[src/sv/tbpc_pkg.sv]
// Shared types and constants for the timed blind position controller.
// No dependencies; used by the top level and the serial arithmetic units.
`default_nettype none

package tbpc_pkg;

  localparam int unsigned TimeW  = 16;           // hold_time, run_time, position, target
  localparam int unsigned LevelW = 18;           // signed Q16 level input
  localparam int unsigned OutW   = 17;           // Q16 level output, up to 65536
  localparam int unsigned SinceW = 17;           // ticks since start, saturating
  localparam int unsigned CfgIdxW = 4;

  localparam logic [TimeW-1:0]  HoldReset = 16'd200;
  localparam logic [TimeW-1:0]  RunReset  = 16'd1000;
  localparam logic [SinceW-1:0] SinceMax  = {SinceW{1'b1}};

  localparam logic [2:0] OP_TICK    = 3'd0;
  localparam logic [2:0] OP_ROCKER  = 3'd1;
  localparam logic [2:0] OP_TRIGGER = 3'd2;
  localparam logic [2:0] OP_LEVEL   = 3'd3;
  localparam logic [2:0] OP_CLOSE   = 3'd4;

  localparam logic [1:0] BTN_RELEASED = 2'd0;
  localparam logic [1:0] BTN_UP       = 2'd1;

  localparam logic [CfgIdxW-1:0] REG_HOLD_TIME = 4'd0;
  localparam logic [CfgIdxW-1:0] REG_RUN_TIME  = 4'd1;

  typedef enum logic [1:0] {
    MOT_STOP = 2'd0,
    MOT_UP   = 2'd1,
    MOT_DOWN = 2'd2
  } motion_e;

  typedef enum logic [2:0] {
    ST_IDLE,
    ST_MUL,
    ST_APPLY,
    ST_DIV,
    ST_OUT
  } seq_state_e;

endpackage

`default_nettype wire

[src/sv/tbpc_serial_mul.sv]
// Bit-serial unsigned multiplier: run_time times level magnitude, one bit per cycle.
// Uses tbpc_pkg for widths; returns the product shifted right by 16.
`default_nettype none

module tbpc_serial_mul (
  input  wire logic                          clk_i,
  input  wire logic                          rst_ni,
  input  wire logic                          start_i,
  input  wire logic [tbpc_pkg::TimeW-1:0]    mcand_i,
  input  wire logic [tbpc_pkg::LevelW-1:0]   mplier_i,
  output logic                               done_o,
  output logic [tbpc_pkg::LevelW-1:0]        prod_q16_o
);

  localparam int unsigned MW   = tbpc_pkg::LevelW;
  localparam int unsigned HW   = tbpc_pkg::TimeW + 1;
  localparam int unsigned CntW = $clog2(MW);
  localparam logic [CntW-1:0] CntLast = CntW'(MW - 1);

  logic [HW-1:0]   hi_q;
  logic [MW-1:0]   lo_q;
  logic [CntW-1:0] cnt_q;
  logic            busy_q;
  logic            done_q;
  logic [HW-1:0]   sum;

  assign sum = lo_q[0] ? (hi_q + {1'b0, mcand_i}) : hi_q;

  always_ff @(posedge clk_i or negedge rst_ni) begin
    if (!rst_ni) begin
      busy_q <= 1'b0;
      done_q <= 1'b0;
      cnt_q  <= '0;
    end else begin
      done_q <= 1'b0;
      if (start_i) begin
        busy_q <= 1'b1;
        cnt_q  <= '0;
      end else if (busy_q) begin
        cnt_q <= cnt_q + 1'b1;
        if (cnt_q == CntLast) begin
          busy_q <= 1'b0;
          done_q <= 1'b1;
        end
      end
    end
  end

  // add on the low multiplier bit, then shift the accumulator pair right
  always_ff @(posedge clk_i) begin
    if (start_i) begin
      hi_q <= '0;
      lo_q <= mplier_i;
    end else if (busy_q) begin
      hi_q <= {1'b0, sum[HW-1:1]};
      lo_q <= {sum[0], lo_q[MW-1:1]};
    end
  end

  assign done_o     = done_q;
  assign prod_q16_o = {hi_q[HW-2:0], lo_q[MW-1:16]};

endmodule

`default_nettype wire

[src/sv/tbpc_serial_div.sv]
// Restoring divider for the level output: position * 65536 / run_time.
// One quotient bit per cycle; uses tbpc_pkg for widths.
`default_nettype none

module tbpc_serial_div (
  input  wire logic                        clk_i,
  input  wire logic                        rst_ni,
  input  wire logic                        start_i,
  input  wire logic [tbpc_pkg::TimeW-1:0]  pos_i,
  input  wire logic [tbpc_pkg::TimeW-1:0]  run_i,
  output logic                             done_o,
  output logic [tbpc_pkg::OutW-1:0]        quot_o
);

  localparam int unsigned W    = tbpc_pkg::TimeW;
  localparam int unsigned CntW = $clog2(W);
  localparam logic [CntW-1:0] CntLast = CntW'(W - 1);

  logic [W-1:0]    rem_q;
  logic [W-1:0]    quot_q;
  logic [W-1:0]    div_q;
  logic            full_q;
  logic [CntW-1:0] cnt_q;
  logic            busy_q;
  logic            done_q;
  logic [W:0]      rem2;
  logic            fits;

  assign rem2 = {rem_q, 1'b0};
  assign fits = (rem2 >= {1'b0, div_q});

  always_ff @(posedge clk_i or negedge rst_ni) begin
    if (!rst_ni) begin
      busy_q <= 1'b0;
      done_q <= 1'b0;
      cnt_q  <= '0;
    end else begin
      done_q <= 1'b0;
      if (start_i) begin
        busy_q <= 1'b1;
        cnt_q  <= '0;
      end else if (busy_q) begin
        cnt_q <= cnt_q + 1'b1;
        if (cnt_q == CntLast) begin
          busy_q <= 1'b0;
          done_q <= 1'b1;
        end
      end
    end
  end

  // position never exceeds run_time, so the remainder starts as position
  always_ff @(posedge clk_i) begin
    if (start_i) begin
      rem_q  <= pos_i;
      div_q  <= run_i;
      quot_q <= '0;
      full_q <= (pos_i == run_i);
    end else if (busy_q) begin
      rem_q  <= fits ? W'(rem2 - {1'b0, div_q}) : rem2[W-1:0];
      quot_q <= {quot_q[W-2:0], fits};
    end
  end

  assign done_o = done_q;
  assign quot_o = full_q ? {1'b1, {W{1'b0}}} : {1'b0, quot_q};

endmodule

`default_nettype wire

[src/sv/timed_blind_position_controller.sv]
// Timed blind position controller: run-time position estimate, buttons, level commands.
// Result path: an accepted word passes the state update and then the bit-serial divider;
// level commands first pass the bit-serial multiply of run_time by level.
// Input is stalled from acceptance until the result is loaded into the result register.
// Reset: hold_time 200, run_time 1000, position 500, target 0, stopped; no clearing pass.
// Depends on tbpc_pkg, tbpc_serial_mul and tbpc_serial_div.
`default_nettype none

module timed_blind_position_controller (
  input  wire logic                            clk_i,
  input  wire logic                            rst_ni,
  // input words
  input  wire logic                            in_valid_i,
  output logic                                 in_stall_o,
  input  wire logic [2:0]                      opcode_i,
  input  wire logic [1:0]                      button_i,
  input  wire logic                            level_mode_i,
  input  wire logic signed [tbpc_pkg::LevelW-1:0] level_i,
  input  wire logic                            close_enable_i,
  // result words
  output logic                                 out_valid_o,
  input  wire logic                            out_stall_i,
  output logic [1:0]                           motion_o,
  output logic [tbpc_pkg::OutW-1:0]            level_out_o,
  // configuration writes
  input  wire logic                            cfg_valid_i,
  output logic                                 cfg_ready_o,
  input  wire logic [tbpc_pkg::CfgIdxW-1:0]    cfg_index_i,
  input  wire logic [tbpc_pkg::TimeW-1:0]      cfg_data_i
);

  localparam int unsigned TW = tbpc_pkg::TimeW;
  localparam int unsigned LW = tbpc_pkg::LevelW;

  tbpc_pkg::seq_state_e state_q, state_d;

  // registers and motion state
  logic [TW-1:0]                hold_q, run_q, pos_q, tgt_q;
  tbpc_pkg::motion_e            mst_q;
  logic                         up_q, dallow_q;
  logic [tbpc_pkg::SinceW-1:0]  since_q;

  // captured word
  logic [2:0]    op_q;
  logic [1:0]    btn_q;
  logic          mode_q, cen_q;
  logic [LW-1:0] lvl_q;

  // result register
  logic                      out_valid_q;
  logic [1:0]                out_motion_q;
  logic [tbpc_pkg::OutW-1:0] out_level_q;

  // next-state values from the update step
  logic [TW-1:0]               pos_n, tgt_n;
  tbpc_pkg::motion_e           mst_n;
  logic                        up_n, dallow_n;
  logic [tbpc_pkg::SinceW-1:0] since_n;

  logic          in_acc, out_load, cfg_wr;
  logic          mul_start, mul_done, div_start, div_done;
  logic [LW-1:0] lvl_mag, amag;
  logic [tbpc_pkg::OutW-1:0] quot;
  logic [19:0]   step_sum;
  logic [TW-1:0] run_wr;

  assign in_acc      = in_valid_i && !in_stall_o;
  assign cfg_ready_o = 1'b1;
  assign cfg_wr      = cfg_valid_i && cfg_ready_o;
  assign run_wr      = (cfg_data_i == '0) ? TW'(1) : cfg_data_i;

  assign lvl_mag   = level_i[LW-1] ? LW'(-level_i) : level_i;
  assign mul_start = in_acc && (opcode_i == tbpc_pkg::OP_LEVEL);
  assign div_start = (state_q == tbpc_pkg::ST_APPLY);

  tbpc_serial_mul u_mul (
    .clk_i      (clk_i),
    .rst_ni     (rst_ni),
    .start_i    (mul_start),
    .mcand_i    (run_q),
    .mplier_i   (lvl_mag),
    .done_o     (mul_done),
    .prod_q16_o (amag)
  );

  tbpc_serial_div u_div (
    .clk_i   (clk_i),
    .rst_ni  (rst_ni),
    .start_i (div_start),
    .pos_i   (pos_n),
    .run_i   (run_q),
    .done_o  (div_done),
    .quot_o  (quot)
  );

  // sequencer
  always_comb begin
    state_d    = state_q;
    in_stall_o = (state_q != tbpc_pkg::ST_IDLE);
    out_load   = 1'b0;
    unique case (state_q)
      tbpc_pkg::ST_IDLE: begin
        if (in_valid_i) begin
          state_d = (opcode_i == tbpc_pkg::OP_LEVEL) ? tbpc_pkg::ST_MUL : tbpc_pkg::ST_APPLY;
        end
      end
      tbpc_pkg::ST_MUL: begin
        if (mul_done) state_d = tbpc_pkg::ST_APPLY;
      end
      tbpc_pkg::ST_APPLY: begin
        state_d = tbpc_pkg::ST_DIV;
      end
      tbpc_pkg::ST_DIV: begin
        if (div_done) state_d = tbpc_pkg::ST_OUT;
      end
      tbpc_pkg::ST_OUT: begin
        // hold until the result register is free
        if (!out_valid_q || !out_stall_i) begin
          out_load = 1'b1;
          state_d  = tbpc_pkg::ST_IDLE;
        end
      end
      default: state_d = tbpc_pkg::ST_IDLE;
    endcase
  end

  always_ff @(posedge clk_i or negedge rst_ni) begin
    if (!rst_ni) begin
      state_q <= tbpc_pkg::ST_IDLE;
    end else begin
      state_q <= state_d;
    end
  end

  // state update for one word
  always_comb begin
    pos_n    = pos_q;
    tgt_n    = tgt_q;
    mst_n    = mst_q;
    up_n     = up_q;
    dallow_n = dallow_q;
    since_n  = since_q;
    step_sum = {4'b0, tgt_q} + (lvl_q[LW-1] ? 20'(-{2'b0, amag}) : {2'b0, amag});

    unique case (op_q)
      tbpc_pkg::OP_TICK: begin
        if (since_q != tbpc_pkg::SinceMax) since_n = since_q + 1'b1;
        if (mst_q != tbpc_pkg::MOT_STOP) begin
          if (up_q) begin
            // snap to target once the step reaches or passes it
            pos_n = ({1'b0, pos_q} <= {1'b0, tgt_q} + 17'd1) ? tgt_q : pos_q - 1'b1;
          end else begin
            pos_n = ({1'b0, pos_q} + 17'd1 >= {1'b0, tgt_q}) ? tgt_q : pos_q + 1'b1;
          end
        end
      end
      tbpc_pkg::OP_ROCKER, tbpc_pkg::OP_TRIGGER: begin
        if (btn_q == tbpc_pkg::BTN_RELEASED) begin
          if (since_q > {1'b0, hold_q}) tgt_n = pos_q;
        end else if (mst_q == tbpc_pkg::MOT_STOP) begin
          if (op_q == tbpc_pkg::OP_TRIGGER) begin
            tgt_n = ((up_q || tgt_q == '0) && tgt_q < run_q) ? run_q : '0;
          end else if (btn_q == tbpc_pkg::BTN_UP) begin
            tgt_n = '0;
          end else begin
            tgt_n = run_q;
          end
        end else begin
          tgt_n = pos_q;
        end
      end
      tbpc_pkg::OP_LEVEL: begin
        if (!mode_q) begin
          if (lvl_q[LW-1]) tgt_n = '0;
          else if (amag > {2'b0, run_q}) tgt_n = run_q;
          else tgt_n = amag[TW-1:0];
        end else begin
          if (step_sum[19]) tgt_n = '0;
          else if (step_sum > {4'b0, run_q}) tgt_n = run_q;
          else tgt_n = step_sum[TW-1:0];
        end
      end
      tbpc_pkg::OP_CLOSE: begin
        dallow_n = cen_q;
      end
      default: ;
    endcase

    if (!dallow_n && tgt_n > pos_n) tgt_n = pos_n;

    if (pos_n == tgt_n) begin
      mst_n = tbpc_pkg::MOT_STOP;
    end else if (mst_q == tbpc_pkg::MOT_STOP) begin
      up_n    = (tgt_n < pos_n);
      mst_n   = up_n ? tbpc_pkg::MOT_UP : tbpc_pkg::MOT_DOWN;
      since_n = '0;
    end
  end

  always_ff @(posedge clk_i or negedge rst_ni) begin
    if (!rst_ni) begin
      hold_q   <= tbpc_pkg::HoldReset;
      run_q    <= tbpc_pkg::RunReset;
      pos_q    <= tbpc_pkg::RunReset >> 1;
      tgt_q    <= '0;
      mst_q    <= tbpc_pkg::MOT_STOP;
      up_q     <= 1'b0;
      dallow_q <= 1'b1;
      since_q  <= '0;
    end else if (cfg_wr) begin
      if (cfg_index_i == tbpc_pkg::REG_HOLD_TIME) begin
        hold_q <= cfg_data_i;
      end else if (cfg_index_i == tbpc_pkg::REG_RUN_TIME) begin
        // restart the motion estimate
        run_q    <= run_wr;
        pos_q    <= run_wr >> 1;
        tgt_q    <= '0;
        mst_q    <= tbpc_pkg::MOT_STOP;
        up_q     <= 1'b0;
        dallow_q <= 1'b1;
        since_q  <= '0;
      end
    end else if (state_q == tbpc_pkg::ST_APPLY) begin
      pos_q    <= pos_n;
      tgt_q    <= tgt_n;
      mst_q    <= mst_n;
      up_q     <= up_n;
      dallow_q <= dallow_n;
      since_q  <= since_n;
    end
  end

  always_ff @(posedge clk_i) begin
    if (in_acc) begin
      op_q   <= opcode_i;
      btn_q  <= button_i;
      mode_q <= level_mode_i;
      lvl_q  <= level_i;
      cen_q  <= close_enable_i;
    end
  end

  always_ff @(posedge clk_i or negedge rst_ni) begin
    if (!rst_ni) begin
      out_valid_q <= 1'b0;
    end else if (out_load) begin
      out_valid_q <= 1'b1;
    end else if (!out_stall_i) begin
      out_valid_q <= 1'b0;
    end
  end

  always_ff @(posedge clk_i) begin
    if (out_load) begin
      out_motion_q <= mst_q;
      out_level_q  <= quot;
    end
  end

  assign out_valid_o = out_valid_q;
  assign motion_o    = out_motion_q;
  assign level_out_o = out_level_q;

endmodule

`default_nettype wire
[config.mk]
export PLATFORM = sky130hd
export DESIGN_NAME = timed_blind_position_controller
export DESIGN_NICKNAME = d
export VERILOG_FILES = /design/src/sv/tbpc_pkg.sv /design/src/sv/tbpc_serial_mul.sv /design/src/sv/tbpc_serial_div.sv /design/src/sv/timed_blind_position_controller.sv
export SDC_FILE = /design/constraint.sdc
export NUM_CORES = 1
export LEC_CHECK = 0
export ABC_AREA = 1
export ABC_CLOCK_PERIOD_IN_PS = 9980
export BUFFER_PORTS_ARGS = -buffer_cell sky130_fd_sc_hd__buf_2
export CORE_ASPECT_RATIO = 1.4
export CORE_MARGIN = 4
export CORE_UTILIZATION = 60
export DETAILED_ROUTE_END_ITERATION = 10
export PLACE_DENSITY = 0.78
export SLEW_MARGIN = 20
export SYNTH_ARGS = -nofsm -noshare
export SYNTH_HDL_FRONTEND = slang
export SYNTH_SLANG_ARGS = --single-unit
[constraint.sdc]
create_clock -name clk_i -period 9.98 [get_ports clk_i]
set_clock_uncertainty 0.05 [all_clocks]
set_input_delay 0.499 -clock clk_i [delete_from_list [all_inputs] [get_ports clk_i]]
set_output_delay 0.499 -clock clk_i [all_outputs]
set_load 0.01 [all_outputs]
Word level (Yosys, flattened, before mapping):

Cells that the tools add are included.

* $add $sub $neg: 12
* order comparisons: 9
* eq/ne operators: 24
* muxes and demuxes: 88
* bitwise operators: 1
* reductions and logical operators: 31

Operator list (number)
* $mux 16: 29
* $mux 17: 10
* $mux 18: 3
* $add 16x1->17 const B: 2
* $ge 17x16->1: 2
* $eq 16x16->1: 2
* $logic_not 16->1: 2
* $lt 16x16->1: 2
* $pmux 16 s2: 1
* $mux 1: 27
* $add 16x20->20: 1
* $gt 20x16->1: 1
* $mux 20: 1
* $neg 18->20: 1
* $gt 18x16->1: 1
* $neg 18->18: 1
* $add 16x16->17: 1
* $add 17x1->17 const B: 1
* $gt 17x16->1: 1
* $le 16x17->1: 1
* $ne 17x17->1 const B: 1
* $add 16x1->16 const B: 1
* $gt 16x16->1: 1
* $mux 2: 8
* 31 further kinds: 64

* bits in registers: 229
* input bits: 50
* output and inout bits: 22
* logic and storage cells: 195

Longest topological paths before layout:

Gate-level depths: netlist of the first run.

* word-level depth: 17
* depth in mapped cells: 59
* gate-level depth less buffers: 57

Modules after synthesis:

From an unflattened synthesis of the first run, not the netlist that was laid out.

* cell total of the unflattened synthesis: 2873
* area total of the unflattened synthesis: 19606.3 µm²

By module, submodules not included
* timed_blind_position_controller: instances 1, cells each 1981, area each 13141.4 µm², seq. area each 3057.9 µm²
* tbpc_serial_div: instances 1, cells each 488, area each 3659.8 µm², seq. area each 1461.4 µm²
* tbpc_serial_mul: instances 1, cells each 404, area each 2805.2 µm², seq. area each 1036.0 µm²

Least setup slack after synthesis of the first run:

Ideal clock, no wire load.

* path type: flip-flop to flip-flop
* start: register lvl_q[17]
* end: register since_q[0] in the netlist's numbering
* setup time: 0.077 ns
* data arrival time: 7.459 ns
* data required time: 9.853 ns
* setup slack: 2.394 ns
* stages on the path, launching flop included: 53
* buffers on the path: 5
* period minus slack after synthesis: 7.586 ns
* cells stage by stage: edfxtp_1 clkbuf_1 inv_1 clkbuf_1 nor2_1 a21oi_1 xor2_1 ha_1 a21o_1 a21boi_0 o21ai_0 a21oi_1 o21ai_0 xnor2_1 inv_1 ha_1 nand2_1 nor2_1 [17 not listed] nand2_1 o2111ai_1 nand2_1 nor2_2 clkinv_1 buf_2 nand3_1 nand2_1 ha_1 nand2_1 nor4_1 nand3_1 nor2_1 a21oi_1 nand2_1 clkbuf_1 o21ai_0 a21oi_1

* cells in the longest elaborated chain, start to end: 14
* elaborated cells between the ends (all ways): 15

RTL lines
* from (decl): RTL line timed_blind_position_controller.sv:47 `logic [LW-1:0] lvl_q;`
* from (signal assigned): RTL line timed_blind_position_controller.sv:238 `lvl_q <= level_i;`
* $mux 20: RTL line timed_blind_position_controller.sv:143 `step_sum = {4'b0, tgt_q} + (lvl_q[LW-1] ? 20'(-{2'b0, amag}) : {2'b0, amag});`
* $add 16x20->20: RTL line timed_blind_position_controller.sv:143
* $gt 20x16->1: RTL line timed_blind_position_controller.sv:179 `else if (step_sum > {4'b0, run_q}) tgt_n = run_q;`
* $mux 16: RTL line timed_blind_position_controller.sv:179
* $mux 16: RTL line timed_blind_position_controller.sv:178 `if (step_sum[19]) tgt_n = '0;`
* $mux 16 (*): RTL line timed_blind_position_controller.sv:173 `if (!mode_q) begin`
* $pmux 16 s2 (*): RTL line timed_blind_position_controller.sv:145 `unique case (op_q)`
* $gt 16x16->1: RTL line timed_blind_position_controller.sv:189 `if (!dallow_n && tgt_n > pos_n) tgt_n = pos_n;`
* $logic_and 1x1->1: RTL line timed_blind_position_controller.sv:189
* $mux 16 (*): RTL line timed_blind_position_controller.sv:189
* $eq 16x16->1 (*): RTL line timed_blind_position_controller.sv:191 `if (pos_n == tgt_n) begin`
* $mux 17 (*): RTL line timed_blind_position_controller.sv:191
* $mux 17 (*): RTL line timed_blind_position_controller.sv:223 `end else if (state_q == tbpc_pkg::ST_APPLY) begin`
* $mux 17 (*): RTL line timed_blind_position_controller.sv:210 `end else if (cfg_wr) begin`
* to (signal assigned): RTL line timed_blind_position_controller.sv:229 `since_q <= since_n;`
* to (decl): RTL line timed_blind_position_controller.sv:41 `logic [tbpc_pkg::SinceW-1:0] since_q;`

Every way passes the cells marked *; elsewhere a longest branch is shown, timed or not. The select of a mux whose other input is x is not followed.
A chain may end at the register's enable or synchronous reset.

Worst setup path after layout of the first run:

* start: register u_mul.lo_q[16]
* end: register up_q

* cells in the longest elaborated chain, start to end: 16
* elaborated cells between the ends (all ways): 22

RTL lines
* from (decl): RTL line tbpc_serial_mul.sv:21 `logic [MW-1:0] lo_q;`
* from (signal assigned): RTL line tbpc_serial_mul.sv:53 `lo_q <= mplier_i;`
* from (signal assigned): RTL line tbpc_serial_mul.sv:56 `lo_q <= {sum[0], lo_q[MW-1:1]};`
* $neg 18->20: RTL line timed_blind_position_controller.sv:143
* $mux 20: RTL line timed_blind_position_controller.sv:143
* $add 16x20->20: RTL line timed_blind_position_controller.sv:143
* $gt 20x16->1: RTL line timed_blind_position_controller.sv:179
* $mux 16: RTL line timed_blind_position_controller.sv:179
* $mux 16: RTL line timed_blind_position_controller.sv:178
* $mux 16 (*): RTL line timed_blind_position_controller.sv:173
* $pmux 16 s2 (*): RTL line timed_blind_position_controller.sv:145
* $gt 16x16->1: RTL line timed_blind_position_controller.sv:189
* $logic_and 1x1->1: RTL line timed_blind_position_controller.sv:189
* $mux 16 (*): RTL line timed_blind_position_controller.sv:189
* $lt 16x16->1: RTL line timed_blind_position_controller.sv:194 `up_n = (tgt_n < pos_n);`
* $mux 1: RTL line timed_blind_position_controller.sv:193 `end else if (mst_q == tbpc_pkg::MOT_STOP) begin`
* $mux 1: RTL line timed_blind_position_controller.sv:191
* $mux 1: RTL line timed_blind_position_controller.sv:223
* $mux 1: RTL line timed_blind_position_controller.sv:210
* to (signal assigned): RTL line timed_blind_position_controller.sv:227 `up_q <= up_n;`
* to (decl): RTL line timed_blind_position_controller.sv:40 `logic up_q, dallow_q;`

Marked as above.

==> metrics.md, run 1 <==
| Metric | Value |
|---|---|
| I/O Pins | `72` |
| Total GRT Usage | `0.388` |
| Net count after synthesis | `2852` |
| Final Setup Violations | `0` |
| Max VDD drop | `0.271 mV` |
| Yosys reg bits | `212` |
| Die height | `217 um` |
| Initial drt markers | `1818` |
| Grt ovf | `0` |
| Clk buf depth | `3` |
| Fmax | `113 MHz` |
| Most frequent cell after synthesis | `nand2_1` |
| Rows | `76` |
| Initial antenna violation count | `5` |
| Unrepaired setup endpoints after global routing | `no` |
| Full die area | `0.0340 mm2` |
| Mapped Cells | `2612` |
| Final wirelength | `66800 um` |
| Crit path DAT | `9.23 ns` |
| Seq/Total Area, Yosys | `0.298` |
| Ys async rst share | `0.481` |
| # H-tree levels | `1` |
| Final hold vios | `0` |
| GPL Wtd Cong | `1.06` |
| Syn-to-layout area delta | `8.21%` |
| Yosys top cell by area | `edfxtp_1` |
| Chip width | `157 um` |
| Setup Total Neg Slack | `0 ns` |
| Vias in the first global route | `18400` |
| Routed Antenna Nets | `0` |
| Number of CTS-inserted buffers | `23` |
| Layout Nets | `2895` |
| Relative slew margins | `0.323` |
| Max_cap viols | `0` |
| Core ar. | `0.0307 mm2` |
| WHS | `0.0806 ns` |
| Starting Density | `0.607` |
| Leakage Power | `9.74 nW` |
| Synth top cells by count | `nand2_1, inv_1, a21oi_1, nand3_1, o21ai_0` |
| Port-buffer cells | `70` |
| Hpwl dp | `51100 um` |
| Worst min-delay path class | `primary input to flop` |
| Kind of critical path | `flop to flop` |
| Startpoint type of the worst setup path | `flop` |
| Layout cell share with drive strength beyond 1 | `0.0891` |
| Cell mode on critical path | `nand2_1` |
| CTS tree | `yes` |
| Tcrit/Tclk final | `0.888` |
| Top cells by area, synth | `edfxtp_1, ha_1, nand2_1` |
| Status | `completed` |
| Power Dens Cells | `376 mW/mm2` |
| Clk slew on worst S/H paths | `0.06 ns` |
| First-pass GRT wire length | `103000 um` |
| Pin count of the biggest net entering global routing | `69` |
| Worst slew pin tran | `1.01 ns` |
| Slew Viols, Final | `0` |
| Critical-path top delay cell | `edfxtp_1` |
| Synth cell types | `65` |
| Yosys warns | `0` |
| Yosys top cell area share | `0.126` |
| EDFF count, synth | `78` |
| Worst Path Required | `10.34 ns` |
| CP Max Fanout | `17` |
| Top_reg_cell synth | `dfrtp_1` |
| Pre-antenna DRT Iters | `6` |
| CTS root buffer | `clkbuf_16` |
| Clk sink count | `212` |
| Routed vias/inst | `6.18` |
| DR WL/cell | `21.8 um` |
| Vias | `19000` |
| Post-Synthesis Cell Area | `0.0186 mm2` |
| CP Capture Type | `flop` |
| Post-layout min period | `8.87 ns` |
| Syn avg cell area | `7.13 um2` |
| Worst skew pair latency | `0.55 ns` |
| Crit path largest cell delay | `0.53 ns` |
| Residual DRC count | `0` |
registers in the layout (all words and copies together) (netlist names), 3 cells and up:
name / flops
u_mul.lo_q: 18
level_out_o: 17
since_q: 17
hold_q: 16
pos_q: 16
run_q: 16
tgt_q: 16
u_div.div_q: 16
u_div.quot_q: 16
u_div.rem_q: 16
u_mul.hi_q: 16
u_mul.cnt_q: 5
u_div.cnt_q: 4
op_q: 3
state_q: 3
where the power goes:
| part | internal [mW] | switching (mW) |
|---|---|---|
| Sequential | 1.29 | 0.455 |
| Combinational | 1.68 | 3.25 |
| Clock | 0.538 | 0.375 |
through the flow:
stage	instance area [um2]	cells	power (mW)	util	setup WS (ns)
after global routing	20200	3063	8.23	0.656	0.118
after global placement	19300	3011	6.40	0.627	0.878
after floorplan	18600	2612	5.16	-	2.39
final	20200	3064	7.59	0.657	1.11
after detailed placement	19300	3011	6.52	0.627	0.597
after CTS	20100	3054	7.46	0.654	0.614
cell type report:
type	instances	area, um2
Clock inverter	9	139
Timing Repair inverter	1	5.00
Clock buffer	33	654
Timing Repair Buffer	106	638
Antenna cell	2	5.00
Tap cell	390	488
Inverter	337	1270
Sequential cell	212	5560
Fill cell	2771	10500
Multi-Input combinational cell	1974	11400
worst paths after layout:
check | slack (ns) | startpoint | cells past startpoint | end
worst max-delay path | 1.11 | u_mul.lo_q[16]$_DFFE_PP_ | 53 | up_q$_DFFE_PN0P_
worst min-delay path | 0.08 | close_enable_i | 1 | cen_q$_DFFE_PP_
worst max register to register | 1.11 | u_mul.lo_q[16]$_DFFE_PP_ | 53 | up_q$_DFFE_PN0P_
worst min register to register | 0.43 | u_div.quot_q[0]$_SDFFE_PP0P_ | 2 | u_div.quot_q[1]$_SDFFE_PP0P_
max in group asynchronous | 8.14 | rst_ni | 3 | tgt_q[13]$_DFFE_PN0P_
min in group asynchronous | 0.41 | rst_ni | 2 | hold_q[1]$_DFFE_PN0P_
worst max-delay path: cells and delay by family (launching register included):
family,cells,cell delay (ns)
xor gates and xnor gates,1,0.26
and+or+nand+nor,28,3.23
buffers and inverters,6,1.00
DFF,1,0.53
adders and majority gates,5,1.54
AOI/OAI and AO/OA,13,2.12
repair_timing:
item,CTS,global route
hold buffers,1,0
hold endpoints to repair,31,0
buffers inserted,0,7
resized for setup,0,2
endpoints found under the setup margin,0,19
cells by family (layout without fill, tap and decap cells):
family	count (synthesis)	after routing	share of synthesized area
multiplexers	1	1	0.000604
XOR/XNOR	106	106	0.0508
buffers and inverters	426	486	0.0906
AND/OR/NAND/NOR	1163	1163	0.276
other	1	3	0.000201
adder cells (fa/ha/maj)	190	190	0.129
AO/OA/AOI/OAI	513	513	0.155
flip-flops	212	212	0.298
cell usage in the layout (no fill, tap or decap), types with 19 or more instances in the layout:
master	Yosys	layout
nand2_1	615	615
inv_1	317	316
a21oi_1	192	192
nand3_1	192	191
o21ai_0	189	189
ha_1	187	187
nor2_1	171	169
dfrtp_1	86	86
xor2_1	84	84
edfxtp_1	78	78
buf_2	17	69
nand4_1	55	55
nor3_1	48	48
buf_4	11	35
dfxtp_1	32	32
o211ai_1	29	29
clkbuf_16	0	24
xnor2_1	21	21
nand2_2	20	20
a21boi_0	19	19
layer usage:
metal | up-vias | global-route usage | wire length, um
met5 | - | 0 | 33
met1 | 8740 | 0.466 | 24400
li1 | 8866 | - | -
met2 | 1024 | 0.636 | 30600
met4 | 6 | 0.259 | 5720
met3 | 314 | 0.0621 | 6100
(Power assumes the default switching activity.)
==> inputs of run 2 (changes only) <==
--- a/config.mk
+++ b/config.mk
@@ -16,4 +16,5 @@
 export SLEW_MARGIN = 20
 export SYNTH_ARGS = -nofsm -noshare
 export SYNTH_HDL_FRONTEND = slang
+export SYNTH_HIERARCHICAL = 1
 export SYNTH_SLANG_ARGS = --single-unit
==> metrics.md, run 2 <==
| Metric | Value |
|---|---|
| Vias | `20000 (+5.8%)` |
| Worst Path Required | `10.40 ns (+0.06 ns)` |
| Syn-to-layout area delta | `7.29%` |
| Layout cell share with drive strength beyond 1 | `0.0852 (-0.00391)` |
| Number of CTS-inserted buffers | `23 (unchanged)` |
| Chip width | `161 um (+2.4%)` |
| Crit path largest cell delay | `0.54 ns (about the same)` |
| Clk slew on worst S/H paths | `0.07 ns (about the same)` |
| DR WL/cell | `20.3 um (-6.9%)` |
| Yosys reg bits | `212 (unchanged)` |
| Ys async rst share | `0.481 (unchanged)` |
| Vias in the first global route | `19600 (+6.1%)` |
| # diodes | `0 (-2)` |
| Synth cell types | `66 (+1.5%)` |
| Mapped Cells | `2873 (+10%)` |
| Most frequent cell after synthesis | `nand2_1` |
| Starting Density | `0.607 (about the same)` |
| Rows | `78 (+2.6%)` |
| Max_cap viols | `0 (unchanged)` |
| Total GRT Usage | `0.376 (-0.0122)` |
| Yosys warns | `6 (+6)` |
| Clk pwr share | `0.117 (-0.003)` |
| Relative slew margins | `0.307 (-0.0163)` |
| Post-Synthesis Cell Area | `0.0196 mm2 (+5.2%)` |
| Sw Pwr | `4.13 mW (+1.1%)` |
| Max FFs per register | `18 (unchanged)` |
| Fmax | `108 MHz (-4.3%)` |
| Initial antenna violation count | `1 (-4)` |
| Max VDD drop | `0.255 mV (-5.9%)` |
| Worst skew pair latency | `0.54 ns (about the same)` |
| # resized after CTS | `0 (unchanged)` |
| Yosys top cell area share | `0.150 (+0.0242)` |
| CP Capture Type | `flop` |
| Unrepaired setup endpoints after global routing | `no` |
| Status | `completed` |
| Kind of critical path | `flop to flop` |
| Final Setup Violations | `0 (unchanged)` |
| Hpwl dp | `52500 um (+2.6%)` |
| Critical-path top delay cell | `inv_1` |
| Setup Total Neg Slack | `0 ns (unchanged)` |
| Most frequent cells in the layout | `nand2_1, inv_1, nor2_1` |
| Worst slew pin tran | `1.04 ns (+0.0247 ns)` |
| Syn avg cell area | `6.82 um2 (-4.3%)` |
| Flop pwr share | `0.222 (-0.008)` |
| Routed vias/inst | `5.96 (-3.7%)` |
| Grt ovf | `0 (unchanged)` |
| Slew Viols, Final | `0 (unchanged)` |
| Layout Nets | `3148 (+8.7%)` |
| Largest Register | `u_mul/lo_q` |
| Most common cell after layout, fill and taps aside | `nand2_1` |
| Top_reg_cell synth | `dfrtp_1` |
| # H-tree levels | `1 (unchanged)` |
| Clk sink count | `212 (unchanged)` |
| GPL Wtd Cong | `1.06 (+0.39%)` |
| Comb power frac | `0.661 (+0.011)` |
| Total Power | `7.59 mW (about the same)` |
| Hold_buf cts | `1 (unchanged)` |
| Seq/Total Area, Yosys | `0.283 (-0.0148)` |
| Pin count of the biggest net entering global routing | `55 (-20%)` |
| Pre-antenna DRT Iters | `8 (+2)` |
| Crit path DAT | `9.69 ns (+0.46 ns)` |
| Net count after synthesis | `3113 (+9.2%)` |
| Net Sw Frac | `0.543 (+0.00613)` |
| Final wirelength | `68300 um (+2.2%)` |
| Routed Antenna Nets | `0 (unchanged)` |
| Synth top cells by count | `nand2_1, inv_1, nor2_1, nand3_1, ha_1` |
| # Post-CTS Setup Buffers | `0 (unchanged)` |
| I/O Pins | `72 (unchanged)` |
| Tcrit/Tclk final | `0.928 (+0.0400)` |
| Post-layout min period | `9.27 ns (+0.399 ns)` |
| Final hold vios | `0 (unchanged)` |
| Clk buf depth | `3 (unchanged)` |
| Yosys top cell by area | `nand2_1` |
| Power Dens Cells | `361 mW/mm2 (-4.1%)` |
| Top cells by area, synth | `nand2_1, edfxtp_1, ha_1` |
| Int Pwr | `3.47 mW (-1.3%)` |
| CP Max Fanout | `17 (unchanged)` |
| Die height | `222 um (+2.5%)` |
| First-pass GRT wire length | `106000 um (+3.4%)` |
| Full die area | `0.0357 mm2 (+5.0%)` |
| Core ar. | `0.0323 mm2 (+5.2%)` |
| Port-buffer cells | `70 (unchanged)` |
| Initial drt markers | `2261 (+24%)` |
| EDFF count, synth | `78 (unchanged)` |
| Residual DRC count | `0 (unchanged)` |
| Fillcell total | `2879 (+3.9%)` |
| Startpoint type of the worst setup path | `flop` |
| Leakage Power | `10.6 nW (+8.4%)` |
| CTS tree | `yes` |
| Worst min-delay path class | `primary input to flop` |
| CTS root buffer | `clkbuf_16` |
| Cell mode on critical path | `nand2_1` |
-- run 2: power groups by stage --
| stage | Clock [mW] | Combinational, mW | Sequential (mW) |
|---|---|---|---|
| finish | 0.887 | 5.02 | 1.69 |
| CTS | 0.900 | 4.92 | 1.67 |
| detailed placement | 0 | 4.89 | 1.68 |
| global route | 0.935 | 5.63 | 1.71 |
| global placement | 0 | 4.80 | 1.68 |
| floorplan | 0 | 3.78 | 1.47 |
-- run 2: critical path: cells and delay by family, from the launching register on --
family                   cells  cell delay [ns]
AND/OR/NAND/NOR             25             3.49
AO/OA/AOI/OAI               13             2.28
adder cells (fa/ha/maj)      5             1.34
buffers and inverters        5             1.18
flip-flops                   1             0.50
XOR/XNOR                     2             0.36
-- run 2: metal layers --
metal | track usage | vias up | part of all wire
met4 | 0.293 | 2 | 0.094
met1 | 0.414 | 9253 | 0.36
met3 | 0.0653 | 328 | 0.072
li1 | - | 9546 | -
met5 | 0 | - | 0.00028
met2 | 0.639 | 915 | 0.48
-- run 2: layout make-up --
type	count	area, um2	area share
Clock buffer	28	604	0.0287
Clock inverter	13	163	0.00773
Inverter	391	1470	0.0698
Multi-Input combinational cell	2185	12200	0.578
Sequential cell	212	5560	0.264
Tap cell	440	551	0.0262
Timing Repair Buffer	95	543	0.0258
-- run 2: worst paths after layout --
kind                                             from                         end  slack [ns]  cells after the start
min reg2reg                u_mul/cnt_q[4]$_DFFE_PN0P_  u_mul/cnt_q[4]$_DFFE_PN0P_        0.43                      1
min in group asynchronous                      rst_ni        mst_q[1]$_DFFE_PN0P_        0.48                      2
max reg2reg                  u_mul/lo_q[16]$_DFFE_PP_     since_q[11]$_DFFE_PN0P_        0.71                     50
max                          u_mul/lo_q[16]$_DFFE_PP_     since_q[11]$_DFFE_PN0P_        0.71                     50
min                                       button_i[0]          btn_q[0]$_DFFE_PP_         0.1                      1
max in group asynchronous                      rst_ni  u_div/cnt_q[3]$_DFFE_PN0P_        8.12                      3
-- run 2: through the flow --
step	instance area (um2)	instances	hold slack [ns]	util	setup slack, ns
floorplan	19600	2873	0.153	-	2.66
global placement	20300	3322	0.405	0.627	1.01
detailed placement	20300	3322	0.420	0.627	0.955
CTS	21000	3364	0.0746	0.651	0.937
global route	21000	3364	0.0798	0.651	0.122
finish	21000	3364	0.0968	0.651	0.714
-- run 2: cell families after synthesis --
| family | count (synthesis) | share of synthesized area |
|---|---|---|
| AOI/OAI and AO/OA | 403 | 0.115 |
| xor gates and xnor gates | 102 | 0.0456 |
| adders and majority gates | 190 | 0.122 |
| buffers and inverters | 476 | 0.0975 |
| DFF | 212 | 0.283 |
| other | 1 | 0.000191 |
| and+or+nand+nor | 1489 | 0.336 |
